--- src/rtl/prepaid_countdown_controller_macros.svh ---
// Assertion helpers shared by the controller modules.
`ifndef PREPAID_COUNTDOWN_CONTROLLER_MACROS_SVH
`define PREPAID_COUNTDOWN_CONTROLLER_MACROS_SVH

// Same-cycle implication, disabled while reset is asserted.
`define PCC_ASSERT_IMPL(lbl, clk, rst_n, ante, cons) \
  lbl: assert property (@(posedge clk) disable iff (!(rst_n)) (ante) |-> (cons)) \
    else $error("pcc assertion failed");

// Next-cycle implication, disabled while reset is asserted.
`define PCC_ASSERT_NEXT(lbl, clk, rst_n, ante, cons) \
  lbl: assert property (@(posedge clk) disable iff (!(rst_n)) (ante) |=> (cons)) \
    else $error("pcc assertion failed");

`endif

--- src/rtl/pcc_pkg.sv ---
`timescale 1ns / 1ps
package pcc_pkg;

  localparam int unsigned SaveIntervalDefault = 10;

  localparam logic [15:0] MaxAddDefault       = 16'd28800;
  localparam logic [15:0] MaxRemainingDefault = 16'd28800;
  localparam logic [15:0] WarnAtDefault       = 16'd60;
  localparam logic [7:0]  FinalDefault        = 8'd10;

  localparam int unsigned SecPerMin  = 60;
  localparam int unsigned DigitScale = 100;
  localparam int unsigned MinMax     = DigitScale - 1;
  localparam int unsigned DispMax    = DigitScale * DigitScale - 1;

  // floor(r / 60) = (r * MinRecip) >> MinShift for 16-bit r
  localparam int unsigned MinRecip  = 34953;
  localparam int unsigned MinShift  = 21;
  // floor(r / 3600) = (r * HourRecip) >> HourShift for 16-bit r
  localparam int unsigned HourRecip = 74566;
  localparam int unsigned HourShift = 28;

  typedef enum logic [2:0] {
    OpTick     = 3'd0,
    OpAddTime  = 3'd1,
    OpPause    = 3'd2,
    OpResume   = 3'd3,
    OpStop     = 3'd4,
    OpButton   = 3'd5,
    OpIdentify = 3'd6,
    OpUnknown  = 3'd7
  } op_e;

  typedef enum logic [1:0] {
    PhLocked  = 2'd0,
    PhRunning = 2'd1,
    PhPaused  = 2'd2,
    PhEnded   = 2'd3
  } phase_e;

  typedef enum logic [2:0] {
    RspOk      = 3'd0,
    RspLimit   = 3'd1,
    RspBad     = 3'd2,
    RspUnknown = 3'd3,
    RspNone    = 3'd4
  } rsp_e;

  typedef enum logic [1:0] {
    BeepNone  = 2'd0,
    BeepShort = 2'd1,
    BeepWarn  = 2'd2,
    BeepEnd   = 2'd3
  } beep_e;

  typedef enum logic [1:0] {
    CfgMaxAdd         = 2'd0,
    CfgMaxRemaining   = 2'd1,
    CfgWarnAt         = 2'd2,
    CfgFinalCountdown = 2'd3
  } cfg_idx_e;

  typedef struct packed {
    logic [15:0] max_add;
    logic [15:0] rem_ceiling;
    logic [15:0] warn_at;
    logic [7:0]  final_countdown;
  } cfg_t;

  typedef struct packed {
    rsp_e        response;
    phase_e      phase;
    logic [15:0] remaining;
    logic [31:0] paid_total;
    logic [7:0]  change_count;
    logic        relay_on;
    beep_e       beep_request;
    logic        save_request;
    logic        colon_on;
  } res_t;

endpackage

--- src/rtl/pcc_in_if.sv ---
`timescale 1ns / 1ps
interface pcc_in_if;
  logic        valid;
  logic        ready;
  logic [2:0]  operation;
  logic [15:0] seconds;

  modport source (output valid, output operation, output seconds, input ready);
  modport sink (input valid, input operation, input seconds, output ready);
endinterface

--- src/rtl/pcc_out_if.sv ---
`timescale 1ns / 1ps
interface pcc_out_if;
  logic        valid;
  logic        ready;
  logic [2:0]  response;
  logic [1:0]  phase;
  logic [15:0] remaining;
  logic [31:0] paid_total;
  logic [7:0]  change_count;
  logic        relay_on;
  logic [1:0]  beep_request;
  logic        save_request;
  logic [13:0] display_value;
  logic        colon_on;

  modport source (
    output valid, output response, output phase, output remaining, output paid_total,
    output change_count, output relay_on, output beep_request, output save_request,
    output display_value, output colon_on, input ready
  );
  modport sink (
    input valid, input response, input phase, input remaining, input paid_total,
    input change_count, input relay_on, input beep_request, input save_request,
    input display_value, input colon_on, output ready
  );
endinterface

--- src/rtl/pcc_cfg_if.sv ---
`timescale 1ns / 1ps
interface pcc_cfg_if;
  logic        valid;
  logic        ready;
  logic [1:0]  index;
  logic [15:0] data;

  modport source (output valid, output index, output data, input ready);
  modport sink (input valid, input index, input data, output ready);
endinterface

--- src/rtl/pcc_cfg_regs.sv ---
`timescale 1ns / 1ps
module pcc_cfg_regs (
  input  logic         clk_i,
  input  logic         rst_ni,
  pcc_cfg_if.sink      cfg_i,
  output pcc_pkg::cfg_t cfg_o
);
  import pcc_pkg::*;

  cfg_t cfg_q;

  assign cfg_i.ready = 1'b1;
  assign cfg_o       = cfg_q;

  always_ff @(posedge clk_i or negedge rst_ni) begin
    if (!rst_ni) begin
      cfg_q.max_add         <= MaxAddDefault;
      cfg_q.rem_ceiling     <= MaxRemainingDefault;
      cfg_q.warn_at         <= WarnAtDefault;
      cfg_q.final_countdown <= FinalDefault;
    end else if (cfg_i.valid) begin
      unique case (cfg_idx_e'(cfg_i.index))
        CfgMaxAdd:         cfg_q.max_add         <= cfg_i.data;
        CfgMaxRemaining:   cfg_q.rem_ceiling     <= cfg_i.data;
        CfgWarnAt:         cfg_q.warn_at         <= cfg_i.data;
        CfgFinalCountdown: cfg_q.final_countdown <= cfg_i.data[7:0];
        default:           cfg_q                 <= cfg_q;
      endcase
    end
  end
endmodule

--- src/rtl/pcc_core.sv ---
`timescale 1ns / 1ps
`include "prepaid_countdown_controller_macros.svh"
module pcc_core #(
  parameter int unsigned SaveInterval = pcc_pkg::SaveIntervalDefault
) (
  input  logic          clk_i,
  input  logic          rst_ni,
  pcc_in_if.sink        in_i,
  input  pcc_pkg::cfg_t cfg_i,
  output logic          res_valid_o,
  input  logic          res_ready_i,
  output pcc_pkg::res_t res_o
);
  import pcc_pkg::*;

  // r % SaveInterval by reciprocal multiply, exact for 16-bit r
  localparam int unsigned    SaveShift  = 16 + $clog2(SaveInterval);
  localparam longint unsigned SaveRecip =
    ((64'd1 << SaveShift) + 64'(SaveInterval) - 64'd1) / 64'(SaveInterval);
  localparam int unsigned    SaveTarget = 1 % SaveInterval;

  logic        a_valid_q;
  op_e         a_op_q;
  logic [15:0] a_sec_q;
  logic        b_valid_q;
  res_t        b_res_q;

  phase_e      phase_q, phase_d;
  logic [15:0] rem_q, rem_d;
  logic [31:0] paid_q, paid_d;
  logic [7:0]  chg_q, chg_d;
  logic        colon_q, colon_d;

  logic        en_a, en_b, upd;
  logic [33:0] save_prod;
  logic [15:0] save_quot, save_mod;
  logic        save_hit;
  logic [15:0] rem_dec;
  logic [16:0] sum;
  logic        enter;
  phase_e      target;
  rsp_e        rsp;
  beep_e       beep;
  logic        save;
  res_t        res_d;

  assign en_b       = !b_valid_q || res_ready_i;
  assign en_a       = !a_valid_q || en_b;
  assign upd        = a_valid_q && en_b;
  assign in_i.ready = en_a;
  assign res_valid_o = b_valid_q;
  assign res_o       = b_res_q;

  assign save_prod = 34'(rem_q) * 34'(SaveRecip);
  assign save_quot = 16'(save_prod >> SaveShift);
  assign save_mod  = rem_q - 16'(32'(save_quot) * 32'(SaveInterval));
  // (r - 1) % N == 0 exactly when r % N == 1 % N
  assign save_hit  = (save_mod == 16'(SaveTarget));
  assign rem_dec   = rem_q - 16'd1;
  assign sum       = {1'b0, rem_q} + {1'b0, a_sec_q};

  always_comb begin
    phase_d = phase_q;
    rem_d   = rem_q;
    paid_d  = paid_q;
    chg_d   = chg_q;
    colon_d = colon_q;
    rsp     = RspNone;
    beep    = BeepNone;
    save    = 1'b0;
    enter   = 1'b0;
    target  = phase_q;
    unique case (a_op_q)
      OpTick: begin
        if (phase_q == PhRunning && rem_q != 16'd0) begin
          colon_d = ~colon_q;
          rem_d   = rem_dec;
          if (rem_dec == cfg_i.warn_at) begin
            beep = BeepWarn;
          end else if (rem_dec <= {8'd0, cfg_i.final_countdown} && rem_dec != 16'd0) begin
            beep = BeepShort;
          end
          if (rem_dec != 16'd0 && save_hit) begin
            save = 1'b1;
          end
          if (rem_dec == 16'd0) begin
            enter  = 1'b1;
            target = PhEnded;
            save   = 1'b1;
            beep   = BeepEnd;
          end
        end
      end
      OpAddTime: begin
        beep = BeepShort;
        if (a_sec_q > cfg_i.max_add) begin
          rsp = RspLimit;
        end else if (a_sec_q == 16'd0) begin
          rsp = RspBad;
        end else begin
          if (sum > {1'b0, cfg_i.rem_ceiling}) begin
            rem_d = cfg_i.rem_ceiling;
          end else begin
            rem_d = sum[15:0];
          end
          paid_d = paid_q + 32'(a_sec_q);
          enter  = 1'b1;
          target = (phase_q == PhLocked || phase_q == PhEnded) ? PhRunning : phase_q;
          save   = 1'b1;
          rsp    = RspOk;
        end
      end
      OpPause: begin
        beep = BeepShort;
        if (rem_q != 16'd0 && phase_q == PhRunning) begin
          enter  = 1'b1;
          target = PhPaused;
          save   = 1'b1;
          rsp    = RspOk;
        end else begin
          rsp = RspBad;
        end
      end
      OpResume: begin
        beep = BeepShort;
        if (rem_q == 16'd0) begin
          rsp = RspBad;
        end else begin
          enter  = 1'b1;
          target = PhRunning;
          save   = 1'b1;
          rsp    = RspOk;
        end
      end
      OpStop: begin
        beep   = BeepShort;
        rem_d  = 16'd0;
        paid_d = 32'd0;
        enter  = 1'b1;
        target = PhLocked;
        save   = 1'b1;
        rsp    = RspOk;
      end
      OpButton: begin
        if (phase_q == PhPaused && rem_q != 16'd0) begin
          enter  = 1'b1;
          target = PhRunning;
          save   = 1'b1;
          beep   = BeepShort;
        end
      end
      OpIdentify: begin
        beep = BeepShort;
        rsp  = RspOk;
      end
      OpUnknown: begin
        beep = BeepShort;
        rsp  = RspUnknown;
      end
      default: begin
        rsp = RspUnknown;
      end
    endcase
    if (enter) begin
      if (target != phase_q) begin
        phase_d = target;
        chg_d   = chg_q + 8'd1;
      end
      colon_d = 1'b1;
    end
    res_d.response     = rsp;
    res_d.phase        = phase_d;
    res_d.remaining    = rem_d;
    res_d.paid_total   = paid_d;
    res_d.change_count = chg_d;
    res_d.relay_on     = (phase_d == PhRunning) && (rem_d != 16'd0);
    res_d.beep_request = beep;
    res_d.save_request = save;
    res_d.colon_on     = colon_d;
  end

  always_ff @(posedge clk_i or negedge rst_ni) begin
    if (!rst_ni) begin
      a_valid_q <= 1'b0;
      b_valid_q <= 1'b0;
      phase_q   <= PhLocked;
      rem_q     <= 16'd0;
      paid_q    <= 32'd0;
      chg_q     <= 8'd0;
      colon_q   <= 1'b1;
    end else begin
      if (en_a) begin
        a_valid_q <= in_i.valid;
      end
      if (en_b) begin
        b_valid_q <= a_valid_q;
      end
      if (upd) begin
        phase_q <= phase_d;
        rem_q   <= rem_d;
        paid_q  <= paid_d;
        chg_q   <= chg_d;
        colon_q <= colon_d;
      end
    end
  end

  always_ff @(posedge clk_i) begin
    if (en_a && in_i.valid) begin
      a_op_q  <= op_e'(in_i.operation);
      a_sec_q <= in_i.seconds;
    end
    if (upd) begin
      b_res_q <= res_d;
    end
  end

  `PCC_ASSERT_NEXT(a_stall_holds_state, clk_i, rst_ni, a_valid_q && !en_b,
                   $stable(phase_q) && $stable(rem_q) && $stable(paid_q))
  `PCC_ASSERT_NEXT(a_count_tracks_phase, clk_i, rst_ni, 1'b1,
                   (chg_q != $past(chg_q)) == (phase_q != $past(phase_q)))
  `PCC_ASSERT_IMPL(a_reject_no_save, clk_i, rst_ni,
                   b_valid_q && (b_res_q.response == RspLimit || b_res_q.response == RspBad),
                   !b_res_q.save_request)
endmodule

--- src/rtl/pcc_display.sv ---
`timescale 1ns / 1ps
`include "prepaid_countdown_controller_macros.svh"
module pcc_display (
  input  logic          clk_i,
  input  logic          rst_ni,
  input  logic          res_valid_i,
  output logic          res_ready_o,
  input  pcc_pkg::res_t res_i,
  pcc_out_if.source     out_o
);
  import pcc_pkg::*;

  logic        c_valid_q;
  res_t        c_res_q;
  logic [10:0] c_mins_q;
  logic [4:0]  c_hours_q;
  logic        c_show_q;
  logic        d_valid_q;
  res_t        d_res_q;
  logic [13:0] d_disp_q;

  logic        en_c, en_d;
  logic [10:0] mins;
  logic [4:0]  hours;
  logic [5:0]  secs, mm;
  logic        long_fmt;
  logic [6:0]  hi;
  logic [5:0]  lo;
  logic [13:0] disp;

  assign en_d        = !d_valid_q || out_o.ready;
  assign en_c        = !c_valid_q || en_d;
  assign res_ready_o = en_c;

  assign mins  = 11'((32'(res_i.remaining) * 32'(MinRecip)) >> MinShift);
  assign hours = 5'((34'(res_i.remaining) * 34'(HourRecip)) >> HourShift);

  assign secs     = 6'(c_res_q.remaining - 16'(c_mins_q) * 16'(SecPerMin));
  assign mm       = 6'(c_mins_q - 11'(c_hours_q) * 11'(SecPerMin));
  assign long_fmt = c_mins_q > 11'(MinMax);
  assign hi       = long_fmt ? 7'(c_hours_q) : 7'(c_mins_q);
  assign lo       = long_fmt ? mm : secs;
  assign disp     = c_show_q ? (14'(hi) * 14'(DigitScale) + 14'(lo)) : 14'd0;

  always_ff @(posedge clk_i or negedge rst_ni) begin
    if (!rst_ni) begin
      c_valid_q <= 1'b0;
      d_valid_q <= 1'b0;
    end else begin
      if (en_c) begin
        c_valid_q <= res_valid_i;
      end
      if (en_d) begin
        d_valid_q <= c_valid_q;
      end
    end
  end

  always_ff @(posedge clk_i) begin
    if (en_c && res_valid_i) begin
      c_res_q   <= res_i;
      c_mins_q  <= mins;
      c_hours_q <= hours;
      c_show_q  <= (res_i.phase == PhRunning) || (res_i.phase == PhPaused);
    end
    if (en_d && c_valid_q) begin
      d_res_q  <= c_res_q;
      d_disp_q <= disp;
    end
  end

  assign out_o.valid         = d_valid_q;
  assign out_o.response      = d_res_q.response;
  assign out_o.phase         = d_res_q.phase;
  assign out_o.remaining     = d_res_q.remaining;
  assign out_o.paid_total    = d_res_q.paid_total;
  assign out_o.change_count  = d_res_q.change_count;
  assign out_o.relay_on      = d_res_q.relay_on;
  assign out_o.beep_request  = d_res_q.beep_request;
  assign out_o.save_request  = d_res_q.save_request;
  assign out_o.display_value = d_disp_q;
  assign out_o.colon_on      = d_res_q.colon_on;

  `PCC_ASSERT_IMPL(a_blank_when_idle, clk_i, rst_ni, d_valid_q && (d_res_q.phase == PhLocked || d_res_q.phase == PhEnded), d_disp_q == 14'd0)
  `PCC_ASSERT_IMPL(a_disp_in_range, clk_i, rst_ni, d_valid_q, d_disp_q <= 14'(DispMax))
  `PCC_ASSERT_NEXT(a_stall_holds_mid, clk_i, rst_ni, c_valid_q && !en_d, c_valid_q && $stable(c_mins_q) && $stable(c_hours_q))
endmodule

--- src/rtl/prepaid_countdown_controller.sv ---
`timescale 1ns / 1ps
// Prepaid countdown controller.
// in_i carries one item per transfer: an operation code (tick, add time, pause,
// resume, stop, button, identify, unknown) and a seconds amount for add time.
// out_o returns exactly one result per item, in order: response, phase,
// remaining, paid total, change count, relay drive, beep and save requests,
// display value (mmss, or hhmm above 99 minutes) and the colon bit.
// cfg_i writes the four limit registers by index; it is always ready and must
// only be used while no item is in flight.
// Path: a result passes the input register, the state update into the result
// stage, and two display stages.
// Throughput: one item per cycle while out_o does not stall; the state update
// is combinational and the mm:ss conversion is pipelined behind it.
// Reset clears the session to locked with zero time, colon on, limits at their
// defaults, and empties the pipeline.
// When the receiver stalls, each stage holds its item; bubbles are squeezed out
// and in_i.ready drops only once all four stages hold an item.
module prepaid_countdown_controller #(
  parameter int unsigned SaveInterval = pcc_pkg::SaveIntervalDefault
) (
  input  logic      clk_i,
  input  logic      rst_ni,
  pcc_cfg_if.sink   cfg_i,
  pcc_in_if.sink    in_i,
  pcc_out_if.source out_o
);
  import pcc_pkg::*;

  cfg_t cfg;
  logic res_valid;
  logic res_ready;
  res_t res;

  pcc_cfg_regs u_cfg (
    .clk_i  (clk_i),
    .rst_ni (rst_ni),
    .cfg_i  (cfg_i),
    .cfg_o  (cfg)
  );

  pcc_core #(
    .SaveInterval (SaveInterval)
  ) u_core (
    .clk_i       (clk_i),
    .rst_ni      (rst_ni),
    .in_i        (in_i),
    .cfg_i       (cfg),
    .res_valid_o (res_valid),
    .res_ready_i (res_ready),
    .res_o       (res)
  );

  pcc_display u_disp (
    .clk_i       (clk_i),
    .rst_ni      (rst_ni),
    .res_valid_i (res_valid),
    .res_ready_o (res_ready),
    .res_i       (res),
    .out_o       (out_o)
  );
endmodule

--- src/flat_wrapper.sv ---
// flat-port wrapper written by rule: the top's interface ports become plain ports
module prepaid_countdown_controller_flat import pcc_pkg::*;
#(
  parameter int unsigned SaveInterval = pcc_pkg::SaveIntervalDefault
)
  (clk_i, rst_ni, cfg_i_valid, cfg_i_index, cfg_i_data, cfg_i_ready, in_i_valid, in_i_operation, in_i_seconds, in_i_ready, out_o_valid, out_o_response, out_o_phase, out_o_remaining, out_o_paid_total, out_o_change_count, out_o_relay_on, out_o_beep_request, out_o_save_request, out_o_display_value, out_o_colon_on, out_o_ready);
  pcc_cfg_if cfg_i_i ();
  pcc_in_if in_i_i ();
  pcc_out_if out_o_i ();
  input  logic clk_i;
  input  logic rst_ni;
  input wire logic [$bits(cfg_i_i.valid)-1:0] cfg_i_valid;
  input wire logic [$bits(cfg_i_i.index)-1:0] cfg_i_index;
  input wire logic [$bits(cfg_i_i.data)-1:0] cfg_i_data;
  output wire logic [$bits(cfg_i_i.ready)-1:0] cfg_i_ready;
  input wire logic [$bits(in_i_i.valid)-1:0] in_i_valid;
  input wire logic [$bits(in_i_i.operation)-1:0] in_i_operation;
  input wire logic [$bits(in_i_i.seconds)-1:0] in_i_seconds;
  output wire logic [$bits(in_i_i.ready)-1:0] in_i_ready;
  output wire logic [$bits(out_o_i.valid)-1:0] out_o_valid;
  output wire logic [$bits(out_o_i.response)-1:0] out_o_response;
  output wire logic [$bits(out_o_i.phase)-1:0] out_o_phase;
  output wire logic [$bits(out_o_i.remaining)-1:0] out_o_remaining;
  output wire logic [$bits(out_o_i.paid_total)-1:0] out_o_paid_total;
  output wire logic [$bits(out_o_i.change_count)-1:0] out_o_change_count;
  output wire logic [$bits(out_o_i.relay_on)-1:0] out_o_relay_on;
  output wire logic [$bits(out_o_i.beep_request)-1:0] out_o_beep_request;
  output wire logic [$bits(out_o_i.save_request)-1:0] out_o_save_request;
  output wire logic [$bits(out_o_i.display_value)-1:0] out_o_display_value;
  output wire logic [$bits(out_o_i.colon_on)-1:0] out_o_colon_on;
  input wire logic [$bits(out_o_i.ready)-1:0] out_o_ready;
  assign cfg_i_i.valid = cfg_i_valid;
  assign cfg_i_i.index = cfg_i_index;
  assign cfg_i_i.data = cfg_i_data;
  assign cfg_i_ready = cfg_i_i.ready;
  assign in_i_i.valid = in_i_valid;
  assign in_i_i.operation = in_i_operation;
  assign in_i_i.seconds = in_i_seconds;
  assign in_i_ready = in_i_i.ready;
  assign out_o_valid = out_o_i.valid;
  assign out_o_response = out_o_i.response;
  assign out_o_phase = out_o_i.phase;
  assign out_o_remaining = out_o_i.remaining;
  assign out_o_paid_total = out_o_i.paid_total;
  assign out_o_change_count = out_o_i.change_count;
  assign out_o_relay_on = out_o_i.relay_on;
  assign out_o_beep_request = out_o_i.beep_request;
  assign out_o_save_request = out_o_i.save_request;
  assign out_o_display_value = out_o_i.display_value;
  assign out_o_colon_on = out_o_i.colon_on;
  assign out_o_i.ready = out_o_ready;
  prepaid_countdown_controller #(.SaveInterval(SaveInterval)) u_core (.clk_i(clk_i), .rst_ni(rst_ni), .cfg_i(cfg_i_i), .in_i(in_i_i), .out_o(out_o_i));
endmodule
--- config.mk ---
export PLATFORM = sky130hd
export DESIGN_NAME = prepaid_countdown_controller_flat
export DESIGN_NICKNAME = d
export VERILOG_FILES = /design/src/rtl/pcc_pkg.sv /design/src/rtl/pcc_in_if.sv /design/src/rtl/pcc_out_if.sv /design/src/rtl/pcc_cfg_if.sv /design/src/rtl/pcc_cfg_regs.sv /design/src/rtl/pcc_core.sv /design/src/rtl/pcc_display.sv /design/src/rtl/prepaid_countdown_controller.sv /design/src/flat_wrapper.sv
export VERILOG_INCLUDE_DIRS = /design/src /design/src/rtl
export SDC_FILE = /design/constraint.sdc
export NUM_CORES = 1
export LEC_CHECK = 0
export BUFFER_PORTS_ARGS = -buffer_cell sky130_fd_sc_hd__clkbuf_2
export CAP_MARGIN = 15
export CORE_UTILIZATION = 40
export CTS_CLUSTER_SIZE = 12
export DETAILED_ROUTE_END_ITERATION = 10
export PLACE_DENSITY = 0.67
export SETUP_SLACK_MARGIN = 0.15
export SLEW_MARGIN = 20
export SYNTH_ARGS = -nofsm -noshare
export SYNTH_HDL_FRONTEND = slang
export SYNTH_SLANG_ARGS = --single-unit
--- constraint.sdc ---
create_clock -name clk_i -period 17.4 [get_ports clk_i]
set_input_delay 1.74 -clock clk_i [delete_from_list [all_inputs] [get_ports clk_i]]
set_output_delay 1.74 -clock clk_i [all_outputs]
set_load 0.02 [all_outputs]
==> results summary, run 1 <==
The standard-cell row count came out at slightly below 100. After synthesis, the largest area contributor takes up 25.2% of total cell area. The routability congestion estimate is ~0.93. The clock tree synthesis step divided the H-tree into 2 levels. The iteration count of the initial detailed-routing pass is 5.

The number of vias per cell after detailed routing came out at 5.23. The die outline area is 0.0748 mm^2. A synthesized cell averages 11.1 um^2. STA puts the critical path data required time at 17.80 ns. The final-report hold violation count came out at 0. The count of antenna-violating nets left after detailed routing came out at 0. The worst clock skew is ~0.021 ns. During placement, the flow inserted port buffers numbering 123. The initial antenna violation count came out at 0. The uppermost signal routing layer after detailed routing is met4. Wire segments on met3 add up to 3160 um in the final route. The pin count of the biggest net entering global routing is 86. The routed via count came out at between 15000 and 20000.

The netlist uses slightly above 90 different library cells. From left edge to right edge, the die measures 274 um. The worst setup path is launched from a register. The final cell count without fillers came out at roughly 3800. The signed area change from the synthesized netlist to the final layout is 9.94%.

The number of global-route vias before repair is 19495. In this run the standard cell core region covers 0.0730 mm^2. For the pin with the worst max-slew slack, the measured transition is ~1.1 ns. Counting flops with an async set or reset pin after synthesis yields a share of between 30 and 40%.

The number of synthesized flops with an enable pin came out at roughly 250. Once the floorplan was initialized, standard cells occupied 40.4% of the core. Sequential cells were found to cover 35.4% of the synthesized design area. Setup repair after global routing left no endpoint under its margin. The deepest clock path buffer count came out at 3. For this design, the CTS-stage hold fixing added 0 buffers. The number of CTS-inserted buffers came out at 39.

The flip-flop and latch area came out at 0.0104 mm^2. The tool flagged a number of max-cap violations equal to 0. Static timing analysis puts the maximum clock frequency at 0.103 GHz. Counting every net in the synthesized netlist gives 3383. The clock net sink count came out at 367.

The repair_antennas step left the layout with diodes totalling 0. The flow ran to the end, and the final reports show no timing, DRC or antenna violations. After layout, the worst path uses 55.7% of the clock period. The worst setup slack after layout is 7.71 ns. For this block, wires on met1 add up to ~31000 um. The clock tree from TritonCTS is yes. The global route total overflow is 0. The number of fill cells in the layout came out at 6690. The worst slack at placement came out at 7.70 ns. The number of max-slew violations in the final report came out at 0. By area the synthesized netlist is led by edfxtp_1 25%, ha_1 22%, fa_1 11%. After detailed routing, the number of remaining DRC violations is 0.

The minimum clock period is 9.69 ns. Among all flip-flop cells after synthesis, the most frequent one is edfxtp_1. The flip-flop and latch count after synthesis came out at 367. The clock reaches the later pin of the worst-skew pair after 0.55 ns.

For this design the top-level I/O count stands at approximately 130. The setup total negative slack is 0 ns. The y dimension of the die is 274 um. For this run, the slowest stage of the critical path takes about 0.7 ns. The biggest fanout along the worst timing path came out at 15. The DRC violation total after the first TritonRoute iteration came out at about 1200.

The data arrival time of the critical path came out at 10.09 ns. Once detailed placement completed, the half-perimeter wirelength came to 52300 um. The synthesized instance count is 2653. The synthesis warning total came out at 0. The worst setup path category is register to register. The sum of met2 wire segment lengths after detailed routing came out at 30500 um. Measured against its own limit, the worst slew margin works out to 28.6%.

The post-CTS setup-driven buffer insertion count is 0. The clock slew at the register clock pins of the worst setup and hold paths came out at 0.06 ns. The count of cells resized by post-cts repair came out at 0.

Clock tree synthesis selected as its root buffer the cell clkbuf_16. Of the cells placed in the final design, the portion with a size suffix greater than 1 is 10.9%. The synthesized cell area is 0.0295 mm^2. The first-pass GRT wire length is between 100000 and 150000 um. In the global route stage, overall resource usage came out at 17.8%.

Setup violations remaining at the end of the flow were counted as 0. The number of placed instances with taps included came out at 3699. The area of combinational cells with multiple inputs came out at 0.0174 mm^2. Measured on the finished design, the core utilization comes to 44.5%. The largest total area in the synthesized netlist belongs to edfxtp_1. The worst setup path is captured at a register. The final routed wire length divided by cell count is about 18 um.

The sum of routed wire length over all layers is between 60000 and 70000 um. The path class of the tightest hold or removal check is register to register. On the critical path, the stage with the largest delay is an instance of dfrtp_1. The net count of the finished layout is 3511.
[synthesized netlist by cell type, types with 13 or more instances]
library cell  count
ha_1            528
inv_1           374
edfxtp_1        248
nand2_1         167
fa_1            160
o21ai_0         112
dfrtp_1         104
a21oi_1          95
xnor2_1          94
nor2_1           86
nand3_1          63
mux2_2           56
xor2_1           54
a21o_1           44
nor3_1           33
clkbuf_1         32
nor2b_1          28
nand4_1          25
and3_1           20
nor4_1           19
a31oi_1          18
mux2i_1          18
o21a_1           16
and2_1           15
dfstp_2          15
nand2b_1         14
o21bai_1         13
o31ai_1          13
[metal layers]
metal  track usage (%)  vias to the layer above
met5                 0                        -
met4              4.13                        0
met3              1.98                       89
met2              28.7                      482
met1              25.6                     9569
li1                  -                     9598
[metrics by stage]
step	instance area [um^2]	hold slack [ns]
global placement	31200	0.400
finish	32400	0.413
global route	32400	0.422
CTS	32400	0.415
floorplan	29500	0.400
detailed placement	31200	0.405
[layout by cell type (no fill, tap or decap), types with 20 or more instances in the layout]
master / synthesis / routed
xnor2_1: 94 / 94
a21o_1: 44 / 44
ha_1: 528 / 528
fa_1: 160 / 160
a21oi_1: 95 / 95
nor2_1: 86 / 85
nand4_1: 25 / 25
mux2_2: 56 / 56
dfrtp_1: 104 / 104
nor3_1: 33 / 32
nand2_1: 167 / 166
nand3_1: 63 / 63
nor2b_1: 28 / 27
inv_1: 374 / 373
clkbuf_16: 0 / 40
and3_1: 20 / 20
edfxtp_1: 248 / 248
o21ai_0: 112 / 112
clkbuf_2: 0 / 122
xor2_1: 54 / 54
[kinds of logic after synthesis]
family	after synthesis	share of synthesized area [%]
simple gates	514	8.60
mux	75	2.79
buf+inv	426	5.63
xor+xnor	149	4.47
flops	367	35.4
fa+ha+maj	688	33.3
other cells	1	0.0127
compound gates	433	9.84
[critical path, delay by kind of cell, from the launching register on]
family	cells	cell delay [ns]
adders and majority gates	11	4.35
AOI/OAI and AO/OA	13	2.62
and+or+nand+nor	8	0.88
DFF	1	0.69
xor gates and xnor gates	3	0.53
buffers and inverters	6	0.51
[area by class of cell]
type,count,area share (%)
multi-input cells,1860,53.7
repair buffers,138,2.25
inverters,375,4.35
flip-flops and latches,367,32.2
well taps,959,3.70
clock inverters,9,0.278
clock buffers,63,3.51
[worst paths after layout]
check | start | to | slack [ns] | cells past startpoint
min in group asynchronous | rst_ni | u_core.u_core.rem_q[15] | 1.30 | 1
min | u_core.u_disp.c_res_q[18] | u_core.u_disp.out_o.paid_total[5] | 0.41 | 0
max in group asynchronous | rst_ni | u_core.u_cfg.cfg_o[27] | 14.72 | 2
max reg2reg | u_core.u_core.rem_q[2] | u_core.u_core.res_o[1] | 7.71 | 41
max | u_core.u_core.rem_q[2] | u_core.u_core.res_o[1] | 7.71 | 41
min reg2reg | u_core.u_disp.c_res_q[18] | u_core.u_disp.out_o.paid_total[5] | 0.41 | 0
[registers in the layout, indices dropped and copies added, names as in the netlist, 11 cells and up]
| signal | flops |
|---|---|
| u_core.u_disp.c_res_q | 66 |
| u_core.u_core.rem_q | 16 |
| u_core.u_cfg.cfg_o | 56 |
| u_core.u_disp.out_o.display_value | 14 |
| u_core.u_core.paid_q | 32 |
| u_core.u_disp.out_o.paid_total | 32 |
| u_core.u_disp.c_mins_q | 11 |
| u_core.u_core.a_sec_q | 16 |
| u_core.u_core.res_o | 66 |
| u_core.u_disp.out_o.remaining | 16 |
Power of run 1 is left out: the tool's default activity adds up to more than one toggle a clock period on the data nets, which glitch-free logic cannot reach.
==> inputs of run 2 (changes only) <==
- clock period: 17.4 -> 10 ns (I/O delays scaled with it)
==> results summary, run 2 (synthesis results as in run 1) <==
The run finished with clean final reports. The slowest stage of the critical path belongs to the cell fa_1. Static timing analysis puts the maximum clock frequency at around 0.11 GHz.

The DRC violation total after the first TritonRoute iteration came out at 1077. On the worst path, the slowest cell contributes a delay of 0.55 ns. The sum of routed wire length over all layers is between 60000 and 70000 um. The worst clock skew is ~0.029 ns. Leaving out fill and tap cells, the most frequent cell in the layout is ha_1. The cell sitting at the root of the clock tree is a clkbuf_16. The clock slew at the register clock pins of the worst setup and hold paths came out at 0.07 ns. The worst setup path is of the register to register kind. Along the worst path, the maximum fanout reaches 10. The width of the die is 274 um. The y dimension of the die is 274 um. The final routed wire length divided by cell count is 17.6 um.

The library cells used most frequently in the layout, excluding fill and tap cells, are 528 x ha_1, 373 x inv_1, 248 x edfxtp_1. The total core area came out at 0.0730 mm^2. The iteration count of the initial detailed-routing pass is 5. The number of CTS-inserted buffers came out at 38. Setup repair after global routing left no endpoint under its margin. The number of remaining DRC errors is 0. The clock reaches the later pin of the worst-skew pair after 0.55 ns. The minimum clock period is 9.14 ns. The global route total overflow is 0. The pin count of the biggest net entering global routing came out at just under 80. The post-route cell area is 0.0326 mm^2.

The required time at the worst-slack endpoint came out at between 10 and 15 ns. The repair_antennas step left the layout with diodes totalling 0. The clock net sink count came out at 367. The class of the tightest hold or removal check is register to register. The worst slew slack as a fraction of its limit came out at 38.0%. Across all setup checks in the final design, the least slack found is 0.862 ns.

In the final layout, the share of cells above drive strength 1 is 11.5%. The slew at the pin with the worst max-slew slack is between 0.9 and 1 ns. Setup violations remaining at the end of the flow were counted as 0. The first global-routing pass estimated between 100000 and 150000 um of wire. The number of vias per cell after detailed routing is 5.23. The worst slack at placement is around 0.66 ns. Buffers placed on the I/O ports in this run total 123.

The floorplan has 99 rows. Global routing used about 18% of the available tracks. The clock tree synthesis step divided the H-tree into 2 levels. The final-report hold violation count came out at 0. After routing, the total negative slack on setup checks comes to 0 ns. The worst setup path is captured at a register. The cell area after placement came out at 0.0313 mm^2.

The number of global-route vias before repair is 19713. The routed layout has 19817 vias. The number of nets in the layout is roughly 3500. TritonCTS built the clock tree. The congestion estimate from routability-driven global placement came to 0.922. The deepest clock path buffer count came out at 3. The initial antenna violation count is 1.

The final HPWL from detailed placement is 52700 um. The signed area change from the synthesized netlist to the final layout came out at 10.6%. The max-capacitance violation count came out at 0. 125 I/O pins were placed. The initial utilization of the core area, before any placement, comes to 40.4%. The die outline area came out at 0.0748 mm^2. The post-route fraction of the period consumed by the critical path is around nine tenths. The data arrival time of the critical path is 9.54 ns. The worst setup path is launched from a register. The number of max-slew violations in the final report came out at 0. The count of antenna-violating nets left after detailed routing is 0.
[run 2: cell types whose count changed in the layout (fill, tap and decap cells not counted), sizes merged]
cell,delta
buf,+18
bufinv,+4
clkinv,-2
clkinvlp,-2
inv,-2
[run 2: path summary, 6_finish.rpt]
path                            slack, ns               startpoint                        end  cells after the start
worst min register to register       0.41  u_core.u_core.res_o[26]  u_core.u_disp.c_res_q[26]                      0
worst max-delay path                 0.86   u_core.u_core.rem_q[8]     u_core.u_core.res_o[1]                     38
max in group asynchronous            8.07                   rst_ni    u_core.u_core.paid_q[2]                      2
min in group asynchronous            0.56                   rst_ni     u_core.u_core.chg_q[3]                      1
worst max register to register       0.86   u_core.u_core.rem_q[8]     u_core.u_core.res_o[1]                     38
worst min-delay path                 0.41  u_core.u_core.res_o[26]  u_core.u_disp.c_res_q[26]                      0
[run 2: worst max-delay path: cells and delay by family (launching register included)]
kind,cells,cell delay [ns]
compound gates,11,2.05
xor+xnor,3,0.49
fa+ha+maj,10,4.19
buf+inv,4,0.51
flops,1,0.32
simple gates,10,1.42
[run 2: metal layers]
metal	vias up	GRT usage [%]	part of all wire, %
met5	-	0	0
met4	0	4.10	2.1
met3	90	2.74	5.2
met2	507	29.4	46
met1	9607	25.1	46
li1	9613	-	-
[run 2: timing repair]
item / CTS / global route
buffers inserted: 0 / 2
gates resized for setup: 0 / 5
hold buffers: 0 / 0
endpoints found under the setup margin: 0 / 1
[run 2: through the flow]
step,utilization [%],instances,hold WS (ns)
after floorplan,-,2653,0.400
after global placement,42.9,3715,0.401
after detailed placement,42.9,3715,0.405
after CTS,44.7,3785,0.411
after global routing,44.7,3787,0.415
final,44.7,3787,0.412
[run 2: layout make-up]
class | instances | area, um^2
multi-input combinational | 1860 | 17400
timing repair buffer | 156 | 866
fill | 6737 | 40300
sequential | 367 | 10400
tap | 959 | 1200
clock buffer | 63 | 1100
inverter | 375 | 1410
clock inverter | 7 | 183
Power of run 2 is left out for the same reason.
